$ cat config.mk
export PLATFORM = sky130hd
export DESIGN_NAME = sha1_message_digest_top_flat
export DESIGN_NICKNAME = d
export VERILOG_FILES = /design/src/sha1_pkg.sv /design/src/sha1_if.sv /design/src/sha1_msg_win.sv /design/src/sha1_round_unit.sv /design/src/sha1_message_digest_top.sv /design/src/flat_wrapper.sv
export SDC_FILE = /design/constraint.sdc
export NUM_CORES = 2
export LEC_CHECK = 0
export ABC_CLOCK_PERIOD_IN_PS = 15200
export BUFFER_PORTS_ARGS = -buffer_cell sky130_fd_sc_hd__buf_2
export CORE_UTILIZATION = 35
export DETAILED_ROUTE_END_ITERATION = 8
export PLACE_DENSITY = 0.57
export SKIP_CTS_REPAIR_TIMING = 1
export SYNTH_ARGS = -nofsm -noshare
export SYNTH_HDL_FRONTEND = slang
export SYNTH_SLANG_ARGS = --single-unit
$ cat constraint.sdc
create_clock -name clk_i -period 15.2 [get_ports clk_i]
set_input_delay 2.28 -clock clk_i [delete_from_list [all_inputs] [get_ports clk_i]]
set_output_delay 2.28 -clock clk_i [all_outputs]
set_load 0.1 [all_outputs]
$ cat src/sha1_pkg.sv
// sha1 message digest: shared types, constants and round helpers
// depends on nothing; imported by every module of the block
`default_nettype none

package sha1_pkg;

  typedef logic [31:0] word_t;

  localparam int unsigned NumChain = 5;
  localparam int unsigned WinDepth = 16;

  localparam word_t H_INIT [NumChain] = '{
    32'h6745_2301, 32'hEFCD_AB89, 32'h98BA_DCFE, 32'h1032_5476, 32'hC3D2_E1F0
  };

  localparam word_t K_0 = 32'h5A82_7999;
  localparam word_t K_1 = 32'h6ED9_EBA1;
  localparam word_t K_2 = 32'h8F1B_BCDC;
  localparam word_t K_3 = 32'hCA62_C1D6;

  localparam logic       CMD_ABSORB = 1'b0;
  localparam logic       CMD_FINISH = 1'b1;
  localparam logic [7:0] PAD_BYTE   = 8'h80;
  localparam logic [6:0] ROUND_LAST = 7'd79;
  localparam logic [5:0] FILL_LAST  = 6'd63;
  localparam logic [5:0] LEN_POS    = 6'd56;

  // sequencer controls into the datapath
  typedef struct packed {
    logic       shift_byte;
    logic [7:0] byte_val;
    logic       start;
    logic       round;
    logic [6:0] rnd;
    logic       add;
    logic       init;
  } ctrl_t;

  function automatic word_t k_of(input logic [6:0] rnd);
    word_t k;
    if (rnd inside {[7'd0:7'd19]}) begin
      k = K_0;
    end else if (rnd inside {[7'd20:7'd39]}) begin
      k = K_1;
    end else if (rnd inside {[7'd40:7'd59]}) begin
      k = K_2;
    end else begin
      k = K_3;
    end
    return k;
  endfunction

  function automatic word_t f_of(input logic [6:0] rnd, input word_t b, input word_t c,
                                 input word_t d);
    word_t f;
    if (rnd inside {[7'd0:7'd19]}) begin
      f = (b & c) | (~b & d);
    end else if (rnd inside {[7'd40:7'd59]}) begin
      f = (b & c) | (b & d) | (c & d);
    end else begin
      f = b ^ c ^ d;
    end
    return f;
  endfunction

endpackage

`default_nettype wire

$ cat src/sha1_if.sv
// sha1 message digest: valid/ready channel interfaces for items and digests
// depends on nothing
`default_nettype none

interface sha1_in_if;
  logic       valid;
  logic       ready;
  logic       command;
  logic [7:0] data_byte;

  modport source (output valid, output command, output data_byte, input ready);
  modport sink   (input valid, input command, input data_byte, output ready);
endinterface

interface sha1_out_if;
  logic        valid;
  logic        ready;
  logic [31:0] digest_word0;
  logic [31:0] digest_word1;
  logic [31:0] digest_word2;
  logic [31:0] digest_word3;
  logic [31:0] digest_word4;

  modport source (output valid, output digest_word0, output digest_word1,
                  output digest_word2, output digest_word3, output digest_word4,
                  input ready);
  modport sink   (input valid, input digest_word0, input digest_word1,
                  input digest_word2, input digest_word3, input digest_word4,
                  output ready);
endinterface

`default_nettype wire

$ cat src/sha1_msg_win.sv
// sha1 message window: 16-word shift line that gathers block bytes and
// then expands the message schedule one word per round; uses sha1_pkg
`default_nettype none

module sha1_msg_win import sha1_pkg::*; (
  input  wire logic  clk_i,
  input  wire ctrl_t ctrl_i,
  output word_t      w_o
);

  word_t win_q [WinDepth];
  word_t w_new;

  assign w_new = {win_q[13][30:0] ^ win_q[8][30:0] ^ win_q[2][30:0] ^ win_q[0][30:0],
                  win_q[13][31] ^ win_q[8][31] ^ win_q[2][31] ^ win_q[0][31]};

  always_ff @(posedge clk_i) begin
    if (ctrl_i.shift_byte) begin
      // whole block moves up one byte, new byte enters at the bottom
      for (int i = 0; i < WinDepth - 1; i++) begin
        win_q[i] <= {win_q[i][23:0], win_q[i+1][31:24]};
      end
      win_q[WinDepth-1] <= {win_q[WinDepth-1][23:0], ctrl_i.byte_val};
    end else if (ctrl_i.round) begin
      for (int i = 0; i < WinDepth - 1; i++) begin
        win_q[i] <= win_q[i+1];
      end
      win_q[WinDepth-1] <= w_new;
    end
  end

  assign w_o = win_q[0];

endmodule

`default_nettype wire

$ cat src/sha1_round_unit.sv
// sha1 round unit: working words a..e, one round per cycle, and the chaining
// words with their feed-forward add; uses sha1_pkg
`default_nettype none

module sha1_round_unit import sha1_pkg::*; (
  input  wire logic  clk_i,
  input  wire logic  rst_ni,
  input  wire ctrl_t ctrl_i,
  input  wire word_t w_i,
  output word_t      h_o [NumChain]
);

  word_t h_q [NumChain];
  word_t a_q, b_q, c_q, d_q, e_q;
  word_t t_sum;

  assign t_sum = {a_q[26:0], a_q[31:27]} + f_of(ctrl_i.rnd, b_q, c_q, d_q) + e_q
               + k_of(ctrl_i.rnd) + w_i;

  always_ff @(posedge clk_i) begin
    if (ctrl_i.start) begin
      a_q <= h_q[0];
      b_q <= h_q[1];
      c_q <= h_q[2];
      d_q <= h_q[3];
      e_q <= h_q[4];
    end else if (ctrl_i.round) begin
      a_q <= t_sum;
      b_q <= a_q;
      c_q <= {b_q[1:0], b_q[31:2]};
      d_q <= c_q;
      e_q <= d_q;
    end
  end

  always_ff @(posedge clk_i or negedge rst_ni) begin
    if (!rst_ni) begin
      h_q <= H_INIT;
    end else if (ctrl_i.init) begin
      h_q <= H_INIT;
    end else if (ctrl_i.add) begin
      h_q[0] <= h_q[0] + a_q;
      h_q[1] <= h_q[1] + b_q;
      h_q[2] <= h_q[2] + c_q;
      h_q[3] <= h_q[3] + d_q;
      h_q[4] <= h_q[4] + e_q;
    end
  end

  assign h_o = h_q;

endmodule

`default_nettype wire

$ cat src/sha1_message_digest_top.sv
// sha1 message digest top: byte absorb, padding and round sequencer, digest register
// absorb: each item shifts in one byte; an item that completes a block then runs the rounds and the add
// finish: accept, pad out the block, rounds and add, then padding, rounds and add again when the length
// spills into a further block, then load the digest register; one item in flight at a time
// the single shared round unit sets the pace of every 64-byte block
// reset: chaining words to the sha1 initial values, counters cleared, no digest pending
`default_nettype none

module sha1_message_digest_top import sha1_pkg::*; (
  input  wire logic   clk_i,
  input  wire logic   rst_ni,
  sha1_in_if.sink     req_i,
  sha1_out_if.source  rsp_o
);

  typedef enum logic [4:0] {
    ST_IDLE  = 5'b00001,
    ST_PAD   = 5'b00010,
    ST_ROUND = 5'b00100,
    ST_ADD   = 5'b01000,
    ST_DONE  = 5'b10000
  } state_e;

  state_e      state_q, state_d;
  logic [5:0]  fill_q, fill_d;
  logic [60:0] cnt_q, cnt_d;
  logic [63:0] len_q, len_d;
  logic [6:0]  rnd_q, rnd_d;
  logic        first_q, first_d;
  logic        fin_q, fin_d;
  logic        last_q, last_d;
  logic        out_valid_q;
  logic        out_load;
  word_t       dig_q [NumChain];
  word_t       h    [NumChain];
  word_t       w;
  ctrl_t       ctrl;

  sha1_msg_win u_win (
    .clk_i  (clk_i),
    .ctrl_i (ctrl),
    .w_o    (w)
  );

  sha1_round_unit u_round (
    .clk_i  (clk_i),
    .rst_ni (rst_ni),
    .ctrl_i (ctrl),
    .w_i    (w),
    .h_o    (h)
  );

  always_comb begin
    ctrl     = '0;
    ctrl.rnd = rnd_q;
    state_d  = state_q;
    fill_d   = fill_q;
    cnt_d    = cnt_q;
    len_d    = len_q;
    rnd_d    = rnd_q;
    first_d  = first_q;
    fin_d    = fin_q;
    last_d   = last_q;
    out_load = 1'b0;
    case (state_q)
      ST_IDLE: begin
        if (req_i.valid) begin
          if (req_i.command == CMD_ABSORB) begin
            ctrl.shift_byte = 1'b1;
            ctrl.byte_val   = req_i.data_byte;
            fill_d          = fill_q + 6'd1;
            cnt_d           = cnt_q + 61'd1;
            if (fill_q == FILL_LAST) begin
              ctrl.start = 1'b1;
              rnd_d      = '0;
              state_d    = ST_ROUND;
            end
          end else begin
            len_d   = {cnt_q, 3'b000};
            first_d = 1'b1;
            fin_d   = 1'b1;
            // length fits behind the pad byte only below position 56
            last_d  = (fill_q < LEN_POS);
            state_d = ST_PAD;
          end
        end
      end
      ST_PAD: begin
        ctrl.shift_byte = 1'b1;
        if (first_q) begin
          ctrl.byte_val = PAD_BYTE;
        end else if (last_q && (fill_q >= LEN_POS)) begin
          ctrl.byte_val = len_q[63:56];
          len_d         = {len_q[55:0], 8'h00};
        end else begin
          ctrl.byte_val = 8'h00;
        end
        first_d = 1'b0;
        fill_d  = fill_q + 6'd1;
        if (fill_q == FILL_LAST) begin
          ctrl.start = 1'b1;
          rnd_d      = '0;
          state_d    = ST_ROUND;
        end
      end
      ST_ROUND: begin
        ctrl.round = 1'b1;
        rnd_d      = rnd_q + 7'd1;
        if (rnd_q == ROUND_LAST) begin
          state_d = ST_ADD;
        end
      end
      ST_ADD: begin
        ctrl.add = 1'b1;
        if (!fin_q) begin
          state_d = ST_IDLE;
        end else if (last_q) begin
          state_d = ST_DONE;
        end else begin
          last_d  = 1'b1;
          state_d = ST_PAD;
        end
      end
      ST_DONE: begin
        // wait for the previous digest to leave before overwriting it
        if (!out_valid_q || rsp_o.ready) begin
          out_load  = 1'b1;
          ctrl.init = 1'b1;
          cnt_d     = '0;
          fin_d     = 1'b0;
          state_d   = ST_IDLE;
        end
      end
      default: begin
        state_d = ST_IDLE;
      end
    endcase
  end

  always_ff @(posedge clk_i or negedge rst_ni) begin
    if (!rst_ni) begin
      state_q     <= ST_IDLE;
      fill_q      <= '0;
      cnt_q       <= '0;
      rnd_q       <= '0;
      first_q     <= 1'b0;
      fin_q       <= 1'b0;
      last_q      <= 1'b0;
      out_valid_q <= 1'b0;
    end else begin
      state_q <= state_d;
      fill_q  <= fill_d;
      cnt_q   <= cnt_d;
      rnd_q   <= rnd_d;
      first_q <= first_d;
      fin_q   <= fin_d;
      last_q  <= last_d;
      if (out_load) begin
        out_valid_q <= 1'b1;
      end else if (rsp_o.ready) begin
        out_valid_q <= 1'b0;
      end
    end
  end

  always_ff @(posedge clk_i) begin
    len_q <= len_d;
    if (out_load) begin
      dig_q <= h;
    end
  end

  assign req_i.ready        = (state_q == ST_IDLE);
  assign rsp_o.valid        = out_valid_q;
  assign rsp_o.digest_word0 = dig_q[0];
  assign rsp_o.digest_word1 = dig_q[1];
  assign rsp_o.digest_word2 = dig_q[2];
  assign rsp_o.digest_word3 = dig_q[3];
  assign rsp_o.digest_word4 = dig_q[4];

endmodule

`default_nettype wire

$ cat src/flat_wrapper.sv
// flat-port wrapper written by rule: the top's interface ports become plain ports
module sha1_message_digest_top_flat import sha1_pkg::*;
  (clk_i, rst_ni, req_i_valid, req_i_command, req_i_data_byte, req_i_ready, rsp_o_valid, rsp_o_digest_word0, rsp_o_digest_word1, rsp_o_digest_word2, rsp_o_digest_word3, rsp_o_digest_word4, rsp_o_ready);
  sha1_in_if req_i_i ();
  sha1_out_if rsp_o_i ();
  input  wire logic clk_i;
  input  wire logic rst_ni;
  input wire logic [$bits(req_i_i.valid)-1:0] req_i_valid;
  input wire logic [$bits(req_i_i.command)-1:0] req_i_command;
  input wire logic [$bits(req_i_i.data_byte)-1:0] req_i_data_byte;
  output wire logic [$bits(req_i_i.ready)-1:0] req_i_ready;
  output wire logic [$bits(rsp_o_i.valid)-1:0] rsp_o_valid;
  output wire logic [$bits(rsp_o_i.digest_word0)-1:0] rsp_o_digest_word0;
  output wire logic [$bits(rsp_o_i.digest_word1)-1:0] rsp_o_digest_word1;
  output wire logic [$bits(rsp_o_i.digest_word2)-1:0] rsp_o_digest_word2;
  output wire logic [$bits(rsp_o_i.digest_word3)-1:0] rsp_o_digest_word3;
  output wire logic [$bits(rsp_o_i.digest_word4)-1:0] rsp_o_digest_word4;
  input wire logic [$bits(rsp_o_i.ready)-1:0] rsp_o_ready;
  assign req_i_i.valid = req_i_valid;
  assign req_i_i.command = req_i_command;
  assign req_i_i.data_byte = req_i_data_byte;
  assign req_i_ready = req_i_i.ready;
  assign rsp_o_valid = rsp_o_i.valid;
  assign rsp_o_digest_word0 = rsp_o_i.digest_word0;
  assign rsp_o_digest_word1 = rsp_o_i.digest_word1;
  assign rsp_o_digest_word2 = rsp_o_i.digest_word2;
  assign rsp_o_digest_word3 = rsp_o_i.digest_word3;
  assign rsp_o_digest_word4 = rsp_o_i.digest_word4;
  assign rsp_o_i.ready = rsp_o_ready;
  sha1_message_digest_top u_core (.clk_i(clk_i), .rst_ni(rst_ni), .req_i(req_i_i), .rsp_o(rsp_o_i));
endmodule
==> qor.log <==
INFO  grt            first_global_vias=41,140
INFO  routing        postRouteWirelength=159,100um
INFO  floorplanning  floorplan.die.width=414.4um
INFO  worst_setup_path worstSetupEndpointType=register
INFO  worst_setup_path setup_crit_start_kind=register
INFO  clocking       number_of_buffers_on_the_longest_clock_path=3
INFO  synthesis      avgSynthCellArea=10.06squm
INFO  grt            grt_pass1_wl=244,200um
INFO  cells_and_area finalNetCount=6,341
INFO  routing        drt.antenna.violating_nets=0
INFO  worst_setup_path timing.critical_path.arrival=8.00ns
INFO  floorplanning  core_area=0.1680sqmm
INFO  synthesis      synthFlopType=sky130_fd_sc_hd__edfxtp_1
INFO  synthesis      synth_async_sr_flop_share=21.39%
INFO  worst_setup_path cp_max_fo=35
INFO  floorplanning  boundaryPins=175
INFO  sta            final_max_slew_viol_count=0
INFO  placement      placed_area=0.06263sqmm
INFO  worst_setup_path timing.critical_path.required=15.67ns
INFO  job            drv.max_cap_violation_count=0
INFO  pwr            power.leakage=27.95nW
INFO  hold_path      min-delay-path-class=register to register
INFO  sta            slew_at_the_pin_with_the_worst_max_slew_slack=1.292ns
INFO  hold_path      holdCritStartpoint=u_core.fill_q[5]
INFO  clocking       cts.sinks=1,136
INFO  pwr            peakVddDrop=0.0001732V
INFO  clocking       clock_tree.root_cell=sky130_fd_sc_hd__clkbuf_16
INFO  cells_and_area syn2layout_area_growth=12.49%
INFO  worst_setup_path setup.worst_path.class=register to register
INFO  worst_setup_path ff2ff_setup_slack=7.67ns
INFO  sta            maxSlewHeadroom=13.85%
INFO  sta            clock.fmax=132.9MHz
INFO  grt            grt_antenna_before_repair=4
INFO  worst_setup_path reg2regPathDepth=26
INFO  placement      hpwl=110,900um
INFO  hold_path      hold_crit_endpoint=u_core.fill_q[5]
INFO  cells_and_area filler_cell_count=16,470
INFO  cells_and_area final-seq-area=0.03300sqmm
INFO  synthesis      number_of_distinct_library_cell_variants_in_the_gate_level_netlist_after_synthesis=88
INFO  grt            grt_max_degree=215
INFO  floorplanning  rows=150
INFO  floorplanning  initial_utilization=35.43%
INFO  sta            grt_setup_unrepaired=no
INFO  routing        detailroute.via_count=42,360
INFO  synthesis      ys_ff_latch=1,136
INFO  clocking       clk_pin_slew=0.07ns
INFO  routing        drt_drc_violations_left=0
INFO  worst_setup_path critical_path.reg2reg.endpoint=u_core.u_round.a_q[31]
INFO  routing        via_per_inst=5.092
INFO  sta            layout_min_cycle_time=7.526ns
INFO  synthesis      synth_area=0.05952sqmm
INFO  clocking       cts_tree=built
INFO  pwr            power.density=146.6mW/mm^2
INFO  synthesis      post_synth_edffs=893
INFO  cells_and_area multi_input_comb_area=0.02443sqmm
INFO  clocking       cts_buffer_count=121
INFO  synthesis      synth_cells=5,917
INFO  floorplanning  design.die.area=0.1717sqmm
INFO  routing        post_drt_wl_per_cell=19.13um
INFO  routing        detail_route.iter0.violations=3,411
INFO  floorplanning  die_h=414.4um
INFO  placement      io_buffer_count=174
INFO  cells_and_area post_route_cells_drive_above_1_share=8.686%
INFO  clocking       worstSkewPairLatency=0.78ns
INFO  hold_path      timing.hold.worst_path_depth=1
INFO  sta            finalCritPeriodShare=49.51%
INFO  sta            fin_worst_skew=0.05031ns
INFO  sta            setup_viol_count_final=0
INFO  synthesis      synth_sequential_area_ratio=55.44%
INFO  clocking       ctsHtreeMaxLevel=3
INFO  grt            gr-usage-all-layers=18.21%
INFO  sta            fin_setup_tns=0ns
INFO  synthesis      postSynthNetCount=6,253
INFO  placement      gp_congestion=0.9107
INFO  run_status     outcome=finished, final reports clean
INFO  sta            hold_viol=0
INFO  worst_setup_path crit-reg2reg-launch=u_core.rnd_q[0]
INFO  grt            globalRouteOverflowTotal=0
INFO  cells_and_area finalInstanceArea=0.06695sqmm
INFO  synthesis      yosysWarnings=0
INFO  routing        drt_first_pass_iters=5
==> cell usage after synthesis, types with 27 or more instances <==
cell                       number  area (sq um)
sky130_fd_sc_hd__a211oi_1      27         202.7
sky130_fd_sc_hd__a21o_1        79         593.1
sky130_fd_sc_hd__a21oi_1      248          1241
sky130_fd_sc_hd__and3_1        40         250.2
sky130_fd_sc_hd__clkbuf_1     215         807.0
sky130_fd_sc_hd__dfrtp_1      162          4054
sky130_fd_sc_hd__dfstp_2       81          2128
sky130_fd_sc_hd__edfxtp_1     893         26820
sky130_fd_sc_hd__fa_1         125          2502
sky130_fd_sc_hd__ha_1         198          2477
sky130_fd_sc_hd__inv_1        324          1216
sky130_fd_sc_hd__mux2i_1       34         340.3
sky130_fd_sc_hd__nand2_1     1994          7485
sky130_fd_sc_hd__nand2b_1      37         231.5
sky130_fd_sc_hd__nand3_1       97         485.5
sky130_fd_sc_hd__nor2_1       248         930.9
sky130_fd_sc_hd__nor3_1        64         320.3
sky130_fd_sc_hd__o21a_1        27         202.7
sky130_fd_sc_hd__o21ai_0      327          1637
sky130_fd_sc_hd__o21bai_1      27         202.7
sky130_fd_sc_hd__or3_1         28         175.2
sky130_fd_sc_hd__xnor2_1      194          1699
sky130_fd_sc_hd__xor2_1        94         823.3
==> area by class of cell <==
cell class	count	area share [%]
clock inverters	66	1.353
flip-flops and latches	1136	49.29
diodes	2	0.007475
multi-input cells	4210	36.49
well taps	2204	4.119
clock buffers	165	5.089
inverters	327	1.852
repair buffers	209	1.802
==> routing by layer <==
metal  wire [um]  track usage [%]  vias up
met5           0                0        -
met4        5567            6.313        0
met3        6719            2.425      258
met2       77690            30.91      982
met1       69150            23.79    20780
li1            -                -    20340
==> cell usage in the layout, fill, tap and decap left out, types with 96 or more instances in the layout <==
cell | Yosys | layout
sky130_fd_sc_hd__a21oi_1 | 248 | 248
sky130_fd_sc_hd__buf_2 | 3 | 173
sky130_fd_sc_hd__clkbuf_16 | 0 | 124
sky130_fd_sc_hd__dfrtp_1 | 162 | 162
sky130_fd_sc_hd__edfxtp_1 | 893 | 893
sky130_fd_sc_hd__fa_1 | 125 | 125
sky130_fd_sc_hd__ha_1 | 198 | 198
sky130_fd_sc_hd__inv_1 | 324 | 324
sky130_fd_sc_hd__nand2_1 | 1994 | 1990
sky130_fd_sc_hd__nand3_1 | 97 | 96
sky130_fd_sc_hd__nor2_1 | 248 | 246
sky130_fd_sc_hd__o21ai_0 | 327 | 327
sky130_fd_sc_hd__xnor2_1 | 194 | 194
==> power by group <==
| group | internal [mW] | switching (mW) | total [mW] |
|---|---|---|---|
| combinational | 0.672 | 1.26 | 1.93 |
| clock | 1.89 | 1.30 | 3.19 |
| sequential | 4.30 | 0.387 | 4.69 |
| total | 6.86 | 2.95 | 9.81 |
==> worst max path at each step <==
stage	slack, ns	endpoint	from
CTS	7.73	u_core.u_round.a_q[31]	u_core.rnd_q[0]
detailed placement	7.80	u_core.u_round.a_q[31]	u_core.rnd_q[0]
global placement	7.91	u_core.u_round.a_q[31]	u_core.rnd_q[0]
global route	7.10	u_core.u_round.a_q[31]	u_core.rnd_q[0]
floorplan	0.09	u_core.u_win.win_q[0][0]	req_i_valid
finish	7.67	u_core.u_round.a_q[31]	u_core.rnd_q[0]
==> per-stage QoR <==
stage          utilization, %  cells  worst slack [ns]  power (mW)  hold WS (ns)
5_1_grt                 39.85   8317             7.105       10.34        0.4919
6_report                39.86   8319             7.674       9.813        0.4783
3_3_place_gp            37.29   8086             7.907       6.660        0.4564
2_1_floorplan               -   5917           0.09468       6.353        0.4378
3_5_place_dp            37.29   8086             7.795       6.699        0.4597
4_1_cts                 39.85   8317             7.735       9.931        0.4722
==> critical path, cell delays in order, from the launching register on <==
cell,delay [ns]
sky130_fd_sc_hd__dfrtp_1,0.42
sky130_fd_sc_hd__ha_1,0.25
sky130_fd_sc_hd__o21bai_1,0.12
sky130_fd_sc_hd__o21ai_0,0.15
sky130_fd_sc_hd__nand2_1,0.07
sky130_fd_sc_hd__buf_4,0.25
sky130_fd_sc_hd__nand2_1,0.63
sky130_fd_sc_hd__clkinv_1,0.74
sky130_fd_sc_hd__a221o_1,0.54
sky130_fd_sc_hd__fa_1,0.37
sky130_fd_sc_hd__inv_1,0.09
sky130_fd_sc_hd__fa_1,0.40
sky130_fd_sc_hd__fa_1,0.50
sky130_fd_sc_hd__inv_1,0.05
sky130_fd_sc_hd__ha_1,0.20
sky130_fd_sc_hd__inv_1,0.09
sky130_fd_sc_hd__fa_1,0.20
sky130_fd_sc_hd__nor2b_1,0.07
sky130_fd_sc_hd__o31a_1,0.28
sky130_fd_sc_hd__o221a_2,0.29
sky130_fd_sc_hd__o21ai_1,0.29
sky130_fd_sc_hd__a21o_1,0.21
sky130_fd_sc_hd__a31oi_1,0.14
sky130_fd_sc_hd__or4_1,0.43
sky130_fd_sc_hd__a31oi_1,0.22
sky130_fd_sc_hd__xnor2_1,0.14
sky130_fd_sc_hd__a21oi_1,0.08
==> state kept, by name, summed over array words and instances, names as in the netlist, 61 cells and up <==
signal              count
u_core.cnt_q           61
u_core.len_q           61
u_core.u_round.h_o    160
u_core.u_win.win_q    512
==> kinds of logic (layout without fill, tap and decap cells) <==
kind of cell               after synthesis  in the layout  synth area share [%]
and+or+nand+nor                       2635           2635                 18.18
other                                    0              2                     0
xor gates and xnor gates               288            288                 4.238
AOI/OAI and AO/OA                      928            928                 9.511
adders and majority gates              323            323                 8.367
DFF                                   1136           1136                 55.44
buffers and inverters                  571            767                 3.647
muxes                                   36             36                0.6097
(Power assumes the default switching activity.)
